--- config.mk ---
export PLATFORM = sky130hd
export DESIGN_NAME = epoch_seconds_to_calendar_unit_flat
export DESIGN_NICKNAME = d
export VERILOG_FILES = /design/src/design/ecal_pkg.sv /design/src/design/ecal_if.sv /design/src/design/ecal_alu.sv /design/src/design/epoch_seconds_to_calendar_unit.sv /design/src/flat_wrapper.sv
export SDC_FILE = /design/constraint.sdc
export NUM_CORES = 2
export LEC_CHECK = 0
export BUFFER_PORTS_ARGS = -buffer_cell sky130_fd_sc_hd__buf_2
export CAP_MARGIN = 20
export CORE_MARGIN = 2
export CORE_UTILIZATION = 28
export CTS_CLUSTER_DIAMETER = 50
export DETAILED_ROUTE_END_ITERATION = 10
export PLACE_DENSITY_LB_ADDON = 0.08
export SYNTH_ARGS = -nofsm -noshare
export SYNTH_HDL_FRONTEND = slang
export SYNTH_SLANG_ARGS = --single-unit
--- constraint.sdc ---
create_clock -name clk_i -period 15 [get_ports clk_i]
set_input_delay 2.25 -clock clk_i [delete_from_list [all_inputs] [get_ports clk_i]]
set_output_delay 2.25 -clock clk_i [all_outputs]
set_load 0.05 [all_outputs]
--- src/design/ecal_pkg.sv ---
// ecal_pkg: shared types, constants and tables for the epoch-to-calendar converter
`timescale 1ns / 1ps
`default_nettype none

package ecal_pkg;

  // field widths
  localparam int unsigned EpochW = 32;
  localparam int unsigned SecW   = 6;
  localparam int unsigned MinW   = 6;
  localparam int unsigned HourW  = 5;
  localparam int unsigned DayW   = 5;
  localparam int unsigned MonW   = 4;
  localparam int unsigned YearW  = 12;
  localparam int unsigned WdayW  = 3;

  // datapath widths
  localparam int unsigned RemW   = 16;
  localparam int unsigned MulW   = EpochW;
  localparam int unsigned HoursW = 21;
  localparam int unsigned DoyW   = 9;

  // calendar constants
  localparam logic [RemW-1:0]   SECS_PER_MIN     = RemW'(60);
  localparam logic [RemW-1:0]   MINS_PER_HOUR    = RemW'(60);
  localparam logic [RemW-1:0]   HOURS_PER_DAY    = RemW'(24);
  localparam logic [RemW-1:0]   DAYS_PER_WEEK    = RemW'(7);
  localparam logic [RemW-1:0]   HOURS_PER_QUAD   = RemW'(1461 * 24);
  localparam logic [RemW-1:0]   HOURS_PER_COMMON = RemW'(365 * 24);
  localparam logic [RemW-1:0]   HOURS_PER_LEAP   = RemW'(366 * 24);
  localparam logic [YearW-1:0]  EPOCH_YEAR       = YearW'(1970);
  localparam logic [EpochW-1:0] EPOCH_WEEKDAY    = EpochW'(4);
  localparam logic [DoyW-1:0]   LEAP_DAY_DOY     = DoyW'(60);
  localparam logic [MonW-1:0]   MONTH_FEB        = MonW'(2);
  localparam logic [DoyW-1:0]   LEAP_DAY_DOM     = DoyW'(29);
  localparam logic [MonW-1:0]   MONTH_LAST_IDX   = MonW'(11);

  // reciprocal multipliers, rounded up; quotient is the product shifted right
  // sixty and day are exact for any 32-bit dividend, week below 2^30,
  // quad below 2^21 hours
  localparam int unsigned     SHR_SIXTY = 37;
  localparam int unsigned     SHR_DAY   = 36;
  localparam int unsigned     SHR_WEEK  = 32;
  localparam int unsigned     SHR_QUAD  = 37;
  localparam logic [MulW-1:0] RCP_SIXTY = MulW'(((64'd1 << SHR_SIXTY) + 64'd59) / 64'd60);
  localparam logic [MulW-1:0] RCP_DAY   = MulW'(((64'd1 << SHR_DAY) + 64'd23) / 64'd24);
  localparam logic [MulW-1:0] RCP_WEEK  = MulW'(((64'd1 << SHR_WEEK) + 64'd6) / 64'd7);
  localparam logic [MulW-1:0] RCP_QUAD  =
    MulW'(((64'd1 << SHR_QUAD) + 64'd35063) / 64'd35064);

  // sequencer states
  typedef enum logic [2:0] {
    ST_IDLE,
    ST_DIV,
    ST_YEAR,
    ST_MONTH,
    ST_DONE
  } state_e;

  // which constant division is running
  typedef enum logic [2:0] {
    DV_SEC,
    DV_MIN,
    DV_HOUR,
    DV_WDAY,
    DV_QUAD,
    DV_DAY
  } div_op_e;

  // shared multiply-subtract unit: prod = a * b, diff = c - low half of prod
  typedef struct packed {
    logic [MulW-1:0] a;
    logic [MulW-1:0] b;
    logic [MulW-1:0] c;
  } alu_req_t;

  typedef struct packed {
    logic [2*MulW-1:0] prod;
    logic [MulW-1:0]   diff;
    logic              ge;
    logic              gt;
  } alu_rsp_t;

  // divisor for each division step
  function automatic logic [RemW-1:0] divisor(input div_op_e op);
    logic [RemW-1:0] d;
    case (op)
      DV_SEC:  d = SECS_PER_MIN;
      DV_MIN:  d = MINS_PER_HOUR;
      DV_HOUR: d = HOURS_PER_DAY;
      DV_WDAY: d = DAYS_PER_WEEK;
      DV_QUAD: d = HOURS_PER_QUAD;
      DV_DAY:  d = HOURS_PER_DAY;
      default: d = HOURS_PER_DAY;
    endcase
    return d;
  endfunction

  // reciprocal multiplier for each division step
  function automatic logic [MulW-1:0] reciprocal(input div_op_e op);
    logic [MulW-1:0] m;
    case (op)
      DV_SEC, DV_MIN:  m = RCP_SIXTY;
      DV_HOUR, DV_DAY: m = RCP_DAY;
      DV_WDAY:         m = RCP_WEEK;
      DV_QUAD:         m = RCP_QUAD;
      default:         m = RCP_DAY;
    endcase
    return m;
  endfunction

  // days in month, index 0 is january, february without leap day
  function automatic logic [DayW-1:0] month_len(input logic [MonW-1:0] idx);
    logic [DayW-1:0] len;
    case (idx)
      4'd1:                      len = DayW'(28);
      4'd3, 4'd5, 4'd8, 4'd10:   len = DayW'(30);
      default:                   len = DayW'(31);
    endcase
    return len;
  endfunction

endpackage

`default_nettype wire

--- src/design/ecal_if.sv ---
// ecal_if: request channels for epoch seconds in and calendar fields out
`timescale 1ns / 1ps
`default_nettype none

interface ecal_in_if;
  import ecal_pkg::*;

  logic              valid;
  logic              ready;
  logic [EpochW-1:0] epoch_seconds;

  modport source (output valid, output epoch_seconds, input ready);
  modport sink (input valid, input epoch_seconds, output ready);
endinterface

interface ecal_out_if;
  import ecal_pkg::*;

  logic             valid;
  logic             ready;
  logic [SecW-1:0]  second;
  logic [MinW-1:0]  minute;
  logic [HourW-1:0] hour;
  logic [DayW-1:0]  day_of_month;
  logic [MonW-1:0]  month;
  logic [YearW-1:0] year;
  logic [WdayW-1:0] weekday;

  modport source (output valid, output second, output minute, output hour,
                  output day_of_month, output month, output year, output weekday,
                  input ready);
  modport sink (input valid, input second, input minute, input hour,
                input day_of_month, input month, input year, input weekday,
                output ready);
endinterface

`default_nettype wire

--- src/design/ecal_alu.sv ---
// ecal_alu: shared multiply, subtract and compare unit used by the division, year and month steps of the sequencer
`timescale 1ns / 1ps
`default_nettype none

module ecal_alu (
  input  ecal_pkg::alu_req_t req_i,
  output ecal_pkg::alu_rsp_t rsp_o
);
  import ecal_pkg::*;

  logic [2*MulW-1:0] prod;

  // one multiply, then subtract and compare against its low half
  assign prod = (2*MulW)'(req_i.a) * (2*MulW)'(req_i.b);

  always_comb begin
    rsp_o.prod = prod;
    rsp_o.diff = req_i.c - prod[MulW-1:0];
    rsp_o.ge   = (req_i.c >= prod[MulW-1:0]);
    rsp_o.gt   = (req_i.c > prod[MulW-1:0]);
  end

endmodule

`default_nettype wire

--- src/design/epoch_seconds_to_calendar_unit.sv ---
// epoch_seconds_to_calendar_unit: seconds since 1970-01-01 to calendar date and time
//
// Converts an unsigned 32-bit count of seconds since 1970-01-01 00:00:00 into
// second, minute, hour, day of month, month, year and weekday (0 is Sunday).
// Leap years follow the divisible-by-four rule, so results match the civil
// calendar through 2099 and treat 2100 as a leap year. One request is worked at
// a time: a single multiply-subtract unit performs six divisions by constants
// (60, 60, 24, 7, hours per four years, 24) by reciprocal multiplication, each as
// a quotient step followed by a remainder step. Between the fifth and the sixth
// division it peels up to three whole years off the hours left, and after the
// sixth it walks up to eleven months, one step per cycle. The finished result
// waits until the output register is free and then sits in that register until
// taken; the input side is ready again once the result has been registered.
`timescale 1ns / 1ps
`default_nettype none

module epoch_seconds_to_calendar_unit (
  input  logic              clk_i,
  input  logic              rst_ni,
  ecal_in_if.sink           in_i,
  ecal_out_if.source        out_o
);
  import ecal_pkg::*;

  state_e            state_q, state_d;
  div_op_e           op_q, op_d;
  logic              phase_q, phase_d;
  logic [EpochW-1:0] num_q, num_d;
  logic [EpochW-1:0] quot_q, quot_d;
  logic [RemW-1:0]   rem_q, rem_d;
  logic [HoursW-1:0] hours_q, hours_d;
  logic [SecW-1:0]   sec_q, sec_d;
  logic [MinW-1:0]   min_q, min_d;
  logic [HourW-1:0]  hour_q, hour_d;
  logic [WdayW-1:0]  wday_q, wday_d;
  logic [YearW-1:0]  year_q, year_d;
  logic [DoyW-1:0]   day_q, day_d;
  logic [MonW-1:0]   mon_q, mon_d;

  logic              out_valid_q, out_valid_d;
  logic [SecW-1:0]   out_sec_q, out_sec_d;
  logic [MinW-1:0]   out_min_q, out_min_d;
  logic [HourW-1:0]  out_hour_q, out_hour_d;
  logic [DayW-1:0]   out_day_q, out_day_d;
  logic [MonW-1:0]   out_mon_q, out_mon_d;
  logic [YearW-1:0]  out_year_q, out_year_d;
  logic [WdayW-1:0]  out_wday_q, out_wday_d;

  alu_req_t          alu_req;
  alu_rsp_t          alu_rsp;
  logic              leap;
  logic [EpochW-1:0] quot;
  logic [DoyW-1:0]   doy;

  // shared arithmetic unit
  ecal_alu u_alu (
    .req_i (alu_req),
    .rsp_o (alu_rsp)
  );

  assign leap = (year_q[1:0] == 2'b00);

  // operand select for the shared unit
  always_comb begin
    alu_req.a = '0;
    alu_req.b = '0;
    alu_req.c = '0;
    case (state_q)
      ST_DIV: begin
        if (!phase_q) begin
          alu_req.a = num_q;
          alu_req.b = reciprocal(op_q);
        end else begin
          alu_req.a = quot_q;
          alu_req.b = {{(MulW-RemW){1'b0}}, divisor(op_q)};
          alu_req.c = num_q;
        end
      end
      ST_YEAR: begin
        alu_req.a = MulW'(1);
        alu_req.b = {{(MulW-RemW){1'b0}}, (leap ? HOURS_PER_LEAP : HOURS_PER_COMMON)};
        alu_req.c = {{(MulW-RemW){1'b0}}, rem_q};
      end
      ST_MONTH: begin
        alu_req.a = MulW'(1);
        alu_req.b = {{(MulW-DayW){1'b0}}, month_len(mon_q)};
        alu_req.c = {{(MulW-DoyW){1'b0}}, day_q};
      end
      default: begin
        alu_req.a = '0;
        alu_req.b = '0;
        alu_req.c = '0;
      end
    endcase
  end

  // quotient: upper part of the reciprocal product
  always_comb begin
    case (op_q)
      DV_SEC, DV_MIN:  quot = EpochW'(alu_rsp.prod[2*MulW-1:SHR_SIXTY]);
      DV_HOUR, DV_DAY: quot = EpochW'(alu_rsp.prod[2*MulW-1:SHR_DAY]);
      DV_WDAY:         quot = EpochW'(alu_rsp.prod[2*MulW-1:SHR_WEEK]);
      DV_QUAD:         quot = EpochW'(alu_rsp.prod[2*MulW-1:SHR_QUAD]);
      default:         quot = '0;
    endcase
  end

  assign doy = quot_q[DoyW-1:0] + DoyW'(1);

  // sequencer: next state and datapath updates
  always_comb begin
    state_d     = state_q;
    op_d        = op_q;
    phase_d     = phase_q;
    num_d       = num_q;
    quot_d      = quot_q;
    rem_d       = rem_q;
    hours_d     = hours_q;
    sec_d       = sec_q;
    min_d       = min_q;
    hour_d      = hour_q;
    wday_d      = wday_q;
    year_d      = year_q;
    day_d       = day_q;
    mon_d       = mon_q;
    out_valid_d = out_valid_q;
    out_sec_d   = out_sec_q;
    out_min_d   = out_min_q;
    out_hour_d  = out_hour_q;
    out_day_d   = out_day_q;
    out_mon_d   = out_mon_q;
    out_year_d  = out_year_q;
    out_wday_d  = out_wday_q;

    // result taken downstream
    if (out_valid_q && out_o.ready) begin
      out_valid_d = 1'b0;
    end

    case (state_q)
      ST_IDLE: begin
        if (in_i.valid) begin
          num_d   = in_i.epoch_seconds;
          phase_d = 1'b0;
          op_d    = DV_SEC;
          state_d = ST_DIV;
        end
      end

      // quotient cycle, then remainder cycle
      ST_DIV: begin
        if (!phase_q) begin
          quot_d  = quot;
          phase_d = 1'b1;
        end else begin
          phase_d = 1'b0;
          case (op_q)
            DV_SEC: begin
              sec_d = alu_rsp.diff[SecW-1:0];
              num_d = quot_q;
              op_d  = DV_MIN;
            end
            DV_MIN: begin
              min_d   = alu_rsp.diff[MinW-1:0];
              hours_d = quot_q[HoursW-1:0];
              num_d   = quot_q;
              op_d    = DV_HOUR;
            end
            DV_HOUR: begin
              hour_d = alu_rsp.diff[HourW-1:0];
              num_d  = quot_q + EPOCH_WEEKDAY;
              op_d   = DV_WDAY;
            end
            DV_WDAY: begin
              wday_d = alu_rsp.diff[WdayW-1:0];
              num_d  = {{(EpochW-HoursW){1'b0}}, hours_q};
              op_d   = DV_QUAD;
            end
            DV_QUAD: begin
              year_d  = EPOCH_YEAR + {quot_q[YearW-3:0], 2'b00};
              rem_d   = alu_rsp.diff[RemW-1:0];
              state_d = ST_YEAR;
            end
            DV_DAY: begin
              if (leap && (doy == LEAP_DAY_DOY)) begin
                mon_d   = MONTH_FEB;
                day_d   = LEAP_DAY_DOM;
                state_d = ST_DONE;
              end else begin
                day_d   = (leap && (doy > LEAP_DAY_DOY)) ? (doy - DoyW'(1)) : doy;
                mon_d   = '0;
                state_d = ST_MONTH;
              end
            end
            default: begin
              state_d = ST_IDLE;
            end
          endcase
        end
      end

      // peel whole years off the hours left in the four-year span
      ST_YEAR: begin
        if (alu_rsp.ge) begin
          rem_d  = alu_rsp.diff[RemW-1:0];
          year_d = year_q + YearW'(1);
        end else begin
          num_d   = {{(EpochW-RemW){1'b0}}, rem_q};
          phase_d = 1'b0;
          op_d    = DV_DAY;
          state_d = ST_DIV;
        end
      end

      // walk the month-length table
      ST_MONTH: begin
        mon_d = mon_q + MonW'(1);
        if ((mon_q < MONTH_LAST_IDX) && alu_rsp.gt) begin
          day_d = alu_rsp.diff[DoyW-1:0];
        end else begin
          state_d = ST_DONE;
        end
      end

      // hand over to the output register once it is free
      ST_DONE: begin
        if (!out_valid_q || out_o.ready) begin
          out_valid_d = 1'b1;
          out_sec_d   = sec_q;
          out_min_d   = min_q;
          out_hour_d  = hour_q;
          out_day_d   = day_q[DayW-1:0];
          out_mon_d   = mon_q;
          out_year_d  = year_q;
          out_wday_d  = wday_q;
          state_d     = ST_IDLE;
        end
      end

      default: begin
        state_d = ST_IDLE;
      end
    endcase
  end

  // control registers
  always_ff @(posedge clk_i or negedge rst_ni) begin
    if (!rst_ni) begin
      state_q     <= ST_IDLE;
      out_valid_q <= 1'b0;
      op_q        <= DV_SEC;
      phase_q     <= 1'b0;
    end else begin
      state_q     <= state_d;
      out_valid_q <= out_valid_d;
      op_q        <= op_d;
      phase_q     <= phase_d;
    end
  end

  // datapath registers
  always_ff @(posedge clk_i) begin
    num_q      <= num_d;
    quot_q     <= quot_d;
    rem_q      <= rem_d;
    hours_q    <= hours_d;
    sec_q      <= sec_d;
    min_q      <= min_d;
    hour_q     <= hour_d;
    wday_q     <= wday_d;
    year_q     <= year_d;
    day_q      <= day_d;
    mon_q      <= mon_d;
    out_sec_q  <= out_sec_d;
    out_min_q  <= out_min_d;
    out_hour_q <= out_hour_d;
    out_day_q  <= out_day_d;
    out_mon_q  <= out_mon_d;
    out_year_q <= out_year_d;
    out_wday_q <= out_wday_d;
  end

  // channel outputs
  assign in_i.ready         = (state_q == ST_IDLE);
  assign out_o.valid        = out_valid_q;
  assign out_o.second       = out_sec_q;
  assign out_o.minute       = out_min_q;
  assign out_o.hour         = out_hour_q;
  assign out_o.day_of_month = out_day_q;
  assign out_o.month        = out_mon_q;
  assign out_o.year         = out_year_q;
  assign out_o.weekday      = out_wday_q;

  // a quotient cycle is always followed by its remainder cycle
  assert property (@(posedge clk_i) disable iff (!rst_ni)
    (state_q == ST_DIV) && !phase_q |=> (state_q == ST_DIV) && phase_q)
    else $error("division remainder cycle skipped");

  // year stepping starts a fresh division and stays inside the span
  assert property (@(posedge clk_i) disable iff (!rst_ni)
    (state_q == ST_YEAR) |-> !phase_q && (rem_q < HOURS_PER_QUAD))
    else $error("year stepping out of range");

  // month walk stays inside the table with a positive day
  assert property (@(posedge clk_i) disable iff (!rst_ni)
    (state_q == ST_MONTH) |-> (mon_q <= MONTH_LAST_IDX) && (day_q != '0))
    else $error("month walk out of range");

  // a delivered result carries a legal month, day and hour
  assert property (@(posedge clk_i) disable iff (!rst_ni)
    out_valid_q |-> (out_mon_q >= MonW'(1)) && (out_mon_q <= MonW'(12))
                    && (out_day_q != '0) && (out_hour_q < HourW'(24)))
    else $error("result fields out of range");

  // no new request while a conversion is in flight
  assert property (@(posedge clk_i) disable iff (!rst_ni)
    (state_q != ST_IDLE) |-> !in_i.ready)
    else $error("input ready while busy");

endmodule

`default_nettype wire
--- src/flat_wrapper.sv ---
// flat-port wrapper written by rule: the top's interface ports become plain ports
module epoch_seconds_to_calendar_unit_flat import ecal_pkg::*;
  (clk_i, rst_ni, in_i_valid, in_i_epoch_seconds, in_i_ready, out_o_valid, out_o_second, out_o_minute, out_o_hour, out_o_day_of_month, out_o_month, out_o_year, out_o_weekday, out_o_ready);
  ecal_in_if in_i_i ();
  ecal_out_if out_o_i ();
  input  logic clk_i;
  input  logic rst_ni;
  input wire logic [$bits(in_i_i.valid)-1:0] in_i_valid;
  input wire logic [$bits(in_i_i.epoch_seconds)-1:0] in_i_epoch_seconds;
  output wire logic [$bits(in_i_i.ready)-1:0] in_i_ready;
  output wire logic [$bits(out_o_i.valid)-1:0] out_o_valid;
  output wire logic [$bits(out_o_i.second)-1:0] out_o_second;
  output wire logic [$bits(out_o_i.minute)-1:0] out_o_minute;
  output wire logic [$bits(out_o_i.hour)-1:0] out_o_hour;
  output wire logic [$bits(out_o_i.day_of_month)-1:0] out_o_day_of_month;
  output wire logic [$bits(out_o_i.month)-1:0] out_o_month;
  output wire logic [$bits(out_o_i.year)-1:0] out_o_year;
  output wire logic [$bits(out_o_i.weekday)-1:0] out_o_weekday;
  input wire logic [$bits(out_o_i.ready)-1:0] out_o_ready;
  assign in_i_i.valid = in_i_valid;
  assign in_i_i.epoch_seconds = in_i_epoch_seconds;
  assign in_i_ready = in_i_i.ready;
  assign out_o_valid = out_o_i.valid;
  assign out_o_second = out_o_i.second;
  assign out_o_minute = out_o_i.minute;
  assign out_o_hour = out_o_i.hour;
  assign out_o_day_of_month = out_o_i.day_of_month;
  assign out_o_month = out_o_i.month;
  assign out_o_year = out_o_i.year;
  assign out_o_weekday = out_o_i.weekday;
  assign out_o_i.ready = out_o_ready;
  epoch_seconds_to_calendar_unit u_core (.clk_i(clk_i), .rst_ni(rst_ni), .in_i(in_i_i), .out_o(out_o_i));
endmodule
==> impl_table.tex <==
\begin{tabular}{lr}
\hline
Metric & Value \\
\hline
\multicolumn{2}{l}{\textbf{Outcome}} \\
Result of the run & finished, final reports clean \\
\multicolumn{2}{l}{\textbf{GRT}} \\
Pin count of the biggest net entering global routing & 69 \\
Vias in the first global route & 33390 \\
Global-route wire length before repair & 242700 um \\
Overflow after GRT & 0 \\
Total track usage & 22.26\% \\
Initial antenna violation count & 2 \\
\multicolumn{2}{l}{\textbf{Setup path}} \\
Depth of the worst register-to-register path & 34 \\
Most frequent CP cell & sky130\_fd\_sc\_hd\_\_fa\_1 \\
Startpoint of the worst-slack reg-to-reg timing path & u\_core.state\_q[0] \\
Worst setup path start & u\_core.state\_q[0] \\
Number of buffers and inverters on the critical path & 6 \\
Crit. End Element & flop \\
Category of the most critical setup path & reg2reg \\
Maximum fanout along the worst path & 67 \\
WP data arrival & 13.11 ns \\
Worst Setup Start Kind & flop \\
Critical R2R Capture & u\_core.num\_q[10] \\
Peak per-stage delay on the critical path & 0.75 ns \\
Flop-to-flop setup slack & 2.10 ns \\
Family with the most delay on the worst path & adder cells \\
Slowest-stage cell, CP & sky130\_fd\_sc\_hd\_\_nand2\_1 \\
Data required time of the critical path & 15.21 ns \\
\multicolumn{2}{l}{\textbf{STA}} \\
Hold Vio Cnt, Final & 0 \\
Worst relative slew slack & 23.99\% \\
Crit share post-route & 86.02\% \\
Highest clock frequency the design can meet & 0.07750 GHz \\
Max Transition Viols Final & 0 \\
Setup WS post-layout & 2.098 ns \\
Finish-stage setup viols & 0 \\
Total negative setup slack & 0 ns \\
Min Clock Period, post-route & 12.90 ns \\
RSZ-0062 raised after global routing & no \\
Transition at the pin with the smallest max-transition slack & 1.137 ns \\
Clock skew after layout & 0.01462 ns \\
\multicolumn{2}{l}{\textbf{Yosys}} \\
Cell type with the highest aggregate area in the netlist & sky130\_fd\_sc\_hd\_\_fa\_1 \\
Number of library cell types mapped by synthesis & 85 \\
Top area cells in the synthesized netlist & sky130\_fd\_sc\_hd\_\_fa\_1 (34\%), sky130\_fd\_sc\_hd\_\_ha\_1 (15\%), sky130\_fd\_sc\_hd\_\_edfxtp\_1 (14\%), sky130\_fd\_sc\_hd\_\_inv\_1 (8.8\%), sky130\_fd\_sc\_hd\_\_nor2\_1 (5.0\%) \\
Synth Flop Type & sky130\_fd\_sc\_hd\_\_edfxtp\_1 \\
Cells after Synth & 4550 \\
Most frequent cell after synthesis & sky130\_fd\_sc\_hd\_\_inv\_1 \\
Number of warning messages in the yosys log & 0 \\
Fraction of synthesized cell area taken by the top area cell type & 34.35\% \\
Net count of the mapped netlist & 5771 \\
Flip-flop and latch count after synthesis & 195 \\
Avg Inst Size Synth & 9.043 um\^{}2 \\
Fraction of the yosys area taken by sequential cells & 14.13\% \\
Synth top cells by count & sky130\_fd\_sc\_hd\_\_inv\_1 (965), sky130\_fd\_sc\_hd\_\_fa\_1 (706), sky130\_fd\_sc\_hd\_\_nor2\_1 (543), sky130\_fd\_sc\_hd\_\_ha\_1 (479), sky130\_fd\_sc\_hd\_\_nand2\_1 (352) \\
Post-synth EDFFs & 187 \\
Mapped Area & 0.04114 mm\^{}2 \\
Post-synthesis async set-or-reset flop share & 4.103\% \\
\multicolumn{2}{l}{\textbf{Floorplan}} \\
Die outline width & 387.3 um \\
FP Rows & 140 \\
Die area & 0.1500 mm\^{}2 \\
Initial core utilization & 28.23\% \\
Die boundary height & 387.3 um \\
Core footprint & 0.1457 mm\^{}2 \\
Ports placed on the boundary & 79 \\
\multicolumn{2}{l}{\textbf{Placement}} \\
Weighted congestion at the end of routability-driven global placement & 0.8903 \\
IO Port Bufs & 78 \\
Post-Place Cell Area & 0.04382 mm\^{}2 \\
Setup WS pre-CTS & 2.307 ns \\
Detail Placement HPWL & 138500 um \\
\multicolumn{2}{l}{\textbf{Flow run}} \\
Count of maximum capacitance violations & 0 \\
\multicolumn{2}{l}{\textbf{Finish}} \\
Net count reported at finish & 5731 \\
Number of inserted filler cells in the final layout & 15620 \\
Area occupied by multi-input gates & 0.03092 mm\^{}2 \\
Post-synthesis to final-layout area growth & 8.043\% \\
Layout cell share with drive strength beyond 1 & 6.456\% \\
Layout Cell Area excl Fill & 0.04445 mm\^{}2 \\
Flip-flop and latch area & 0.005818 mm\^{}2 \\
\multicolumn{2}{l}{\textbf{Clock network}} \\
Source-to-sink clock delay at the later pin of the worst-skew pair & 0.46 ns \\
Clock sink total & 195 \\
Clock root buffer & sky130\_fd\_sc\_hd\_\_clkbuf\_16 \\
Number of gates resized after cts & 0 \\
Buffer count from post-CTS setup fixing & 0 \\
Clock tree from TritonCTS & yes \\
Total clock buffers created by CTS & 17 \\
Worst-case clock buffer depth & 2 \\
Clock Pin Slew Worst Setup and Hold Paths & 0.08 ns \\
Number of H-tree levels & 4 \\
Number of buffers inserted by hold repair at cts & 0 \\
\multicolumn{2}{l}{\textbf{Detailed routing}} \\
Average vias per placed instance & 4.878 \\
Violation count after the first detailed-routing iteration & 2471 \\
DRC Markers & 0 \\
Detailed-route wire length per cell & 25.67 um \\
ANT nets after route & 0 \\
Routed via count & 31430 \\
Total wirelength of the detailed-routed design & 165300 um \\
First-pass detailed-route iteration total & 6 \\
\multicolumn{2}{l}{\textbf{Min path}} \\
Worst Hold Endpoint & u\_core.out\_o.minute[4] \\
Number of instances on the worst hold path & 0 \\
Hold wc startpoint & u\_core.min\_q[4] \\
Hold/Removal Path Class & reg2reg \\
\hline
\end{tabular}
registers in the layout, summed over array words and instances (netlist names), 5 cells and up:
| name | cells |
|---|---|
| u_core.num_q | 32 |
| u_core.quot_q | 32 |
| u_core.rem_q | 16 |
| u_core.year_q | 12 |
| u_core.hours_q | 21 |
| u_core.out_o.second | 6 |
| u_core.min_q | 6 |
| u_core.out_o.year | 12 |
| u_core.out_o.minute | 6 |
| u_core.out_o.hour | 5 |
| u_core.out_o.day_of_month | 5 |
| u_core.hour_q | 5 |
| u_core.sec_q | 6 |
| u_core.day_q | 9 |
per-stage QoR:
stage                     hold WS (ns)  std cells  util, %
after floorplan                 0.4003       4550        -
after global placement          0.4019       6407    30.07
after detailed placement        0.4054       6407    30.07
after CTS                       0.4177       6439    30.49
after global routing            0.4147       6440    30.50
final                           0.4221       6442    30.50
per-layer routing:
layer	global-route usage [%]	part of all wire, %	vias to the layer above
li1	-	-	14350
met2	34.93	45	665
met4	3.672	1.7	0
met5	0	0	-
met3	1.754	4.0	83
met1	33.68	49	16330
placed cells by master (no fill, tap or decap), drive strengths merged, types with 36 or more instances in the layout:
cell | Yosys | final
a21oi | 209 | 209
xor2 | 38 | 38
edfxtp | 187 | 187
inv | 965 | 972
ha | 479 | 479
nand4 | 46 | 46
nand2 | 352 | 352
a21o | 43 | 43
nor3 | 78 | 78
nor2 | 547 | 547
nand3 | 52 | 52
and3 | 36 | 36
and2 | 41 | 41
buf | 40 | 166
xnor2 | 60 | 60
fa | 706 | 706
o21ai | 131 | 131
cell type report:
cell class	count	share of cell area [%]
Multi-Input combinational cell	3165	69.57
Clock buffer	17	0.9570
Inverter	965	8.148
Clock inverter	15	0.4137
Timing Repair Buffer	166	2.421
Tap cell	1917	5.396
Antenna cell	2	0.01126
Sequential cell	195	13.09
worst reg2reg max path, delay by kind of cell, from the launching register on:
family	cells	cell delay, ns
adder cells (fa/ha/maj)	10	4.81
AND/OR/NAND/NOR	11	4.04
AO/OA/AOI/OAI	6	1.53
buffers and inverters	6	1.49
flip-flops	1	0.63
XOR/XNOR	1	0.15
how the worst max path moves through the flow:
stage | endpoint | slack, ns | depth (start not counted)
6_report | u_core.num_q[10] | 2.10 | 34
5_1_grt | u_core.num_q[10] | 1.60 | 35
4_1_cts | u_core.num_q[10] | 2.24 | 34
3_5_place_dp | u_core.num_q[5] | 2.31 | 34
3_3_place_gp | u_core.num_q[3] | 2.43 | 34
2_1_floorplan | u_core.num_q[0] | 3.97 | 38
cell families (layout without fill, tap and decap cells):
| logic type | count (synthesis) | after routing | synth area share (%) |
|---|---|---|---|
| xor+xnor | 98 | 98 | 2.123 |
| flops | 195 | 195 | 14.13 |
| buf+inv | 1190 | 1163 | 10.95 |
| mux | 51 | 51 | 1.353 |
| compound gates | 601 | 601 | 9.479 |
| simple gates | 1230 | 1230 | 13.04 |
| other cells | 0 | 2 | 0 |
| fa+ha+maj | 1185 | 1185 | 48.92 |
Power is left out: the tool's default activity adds up to more than one toggle a clock period on the data nets, which glitch-free logic cannot reach.
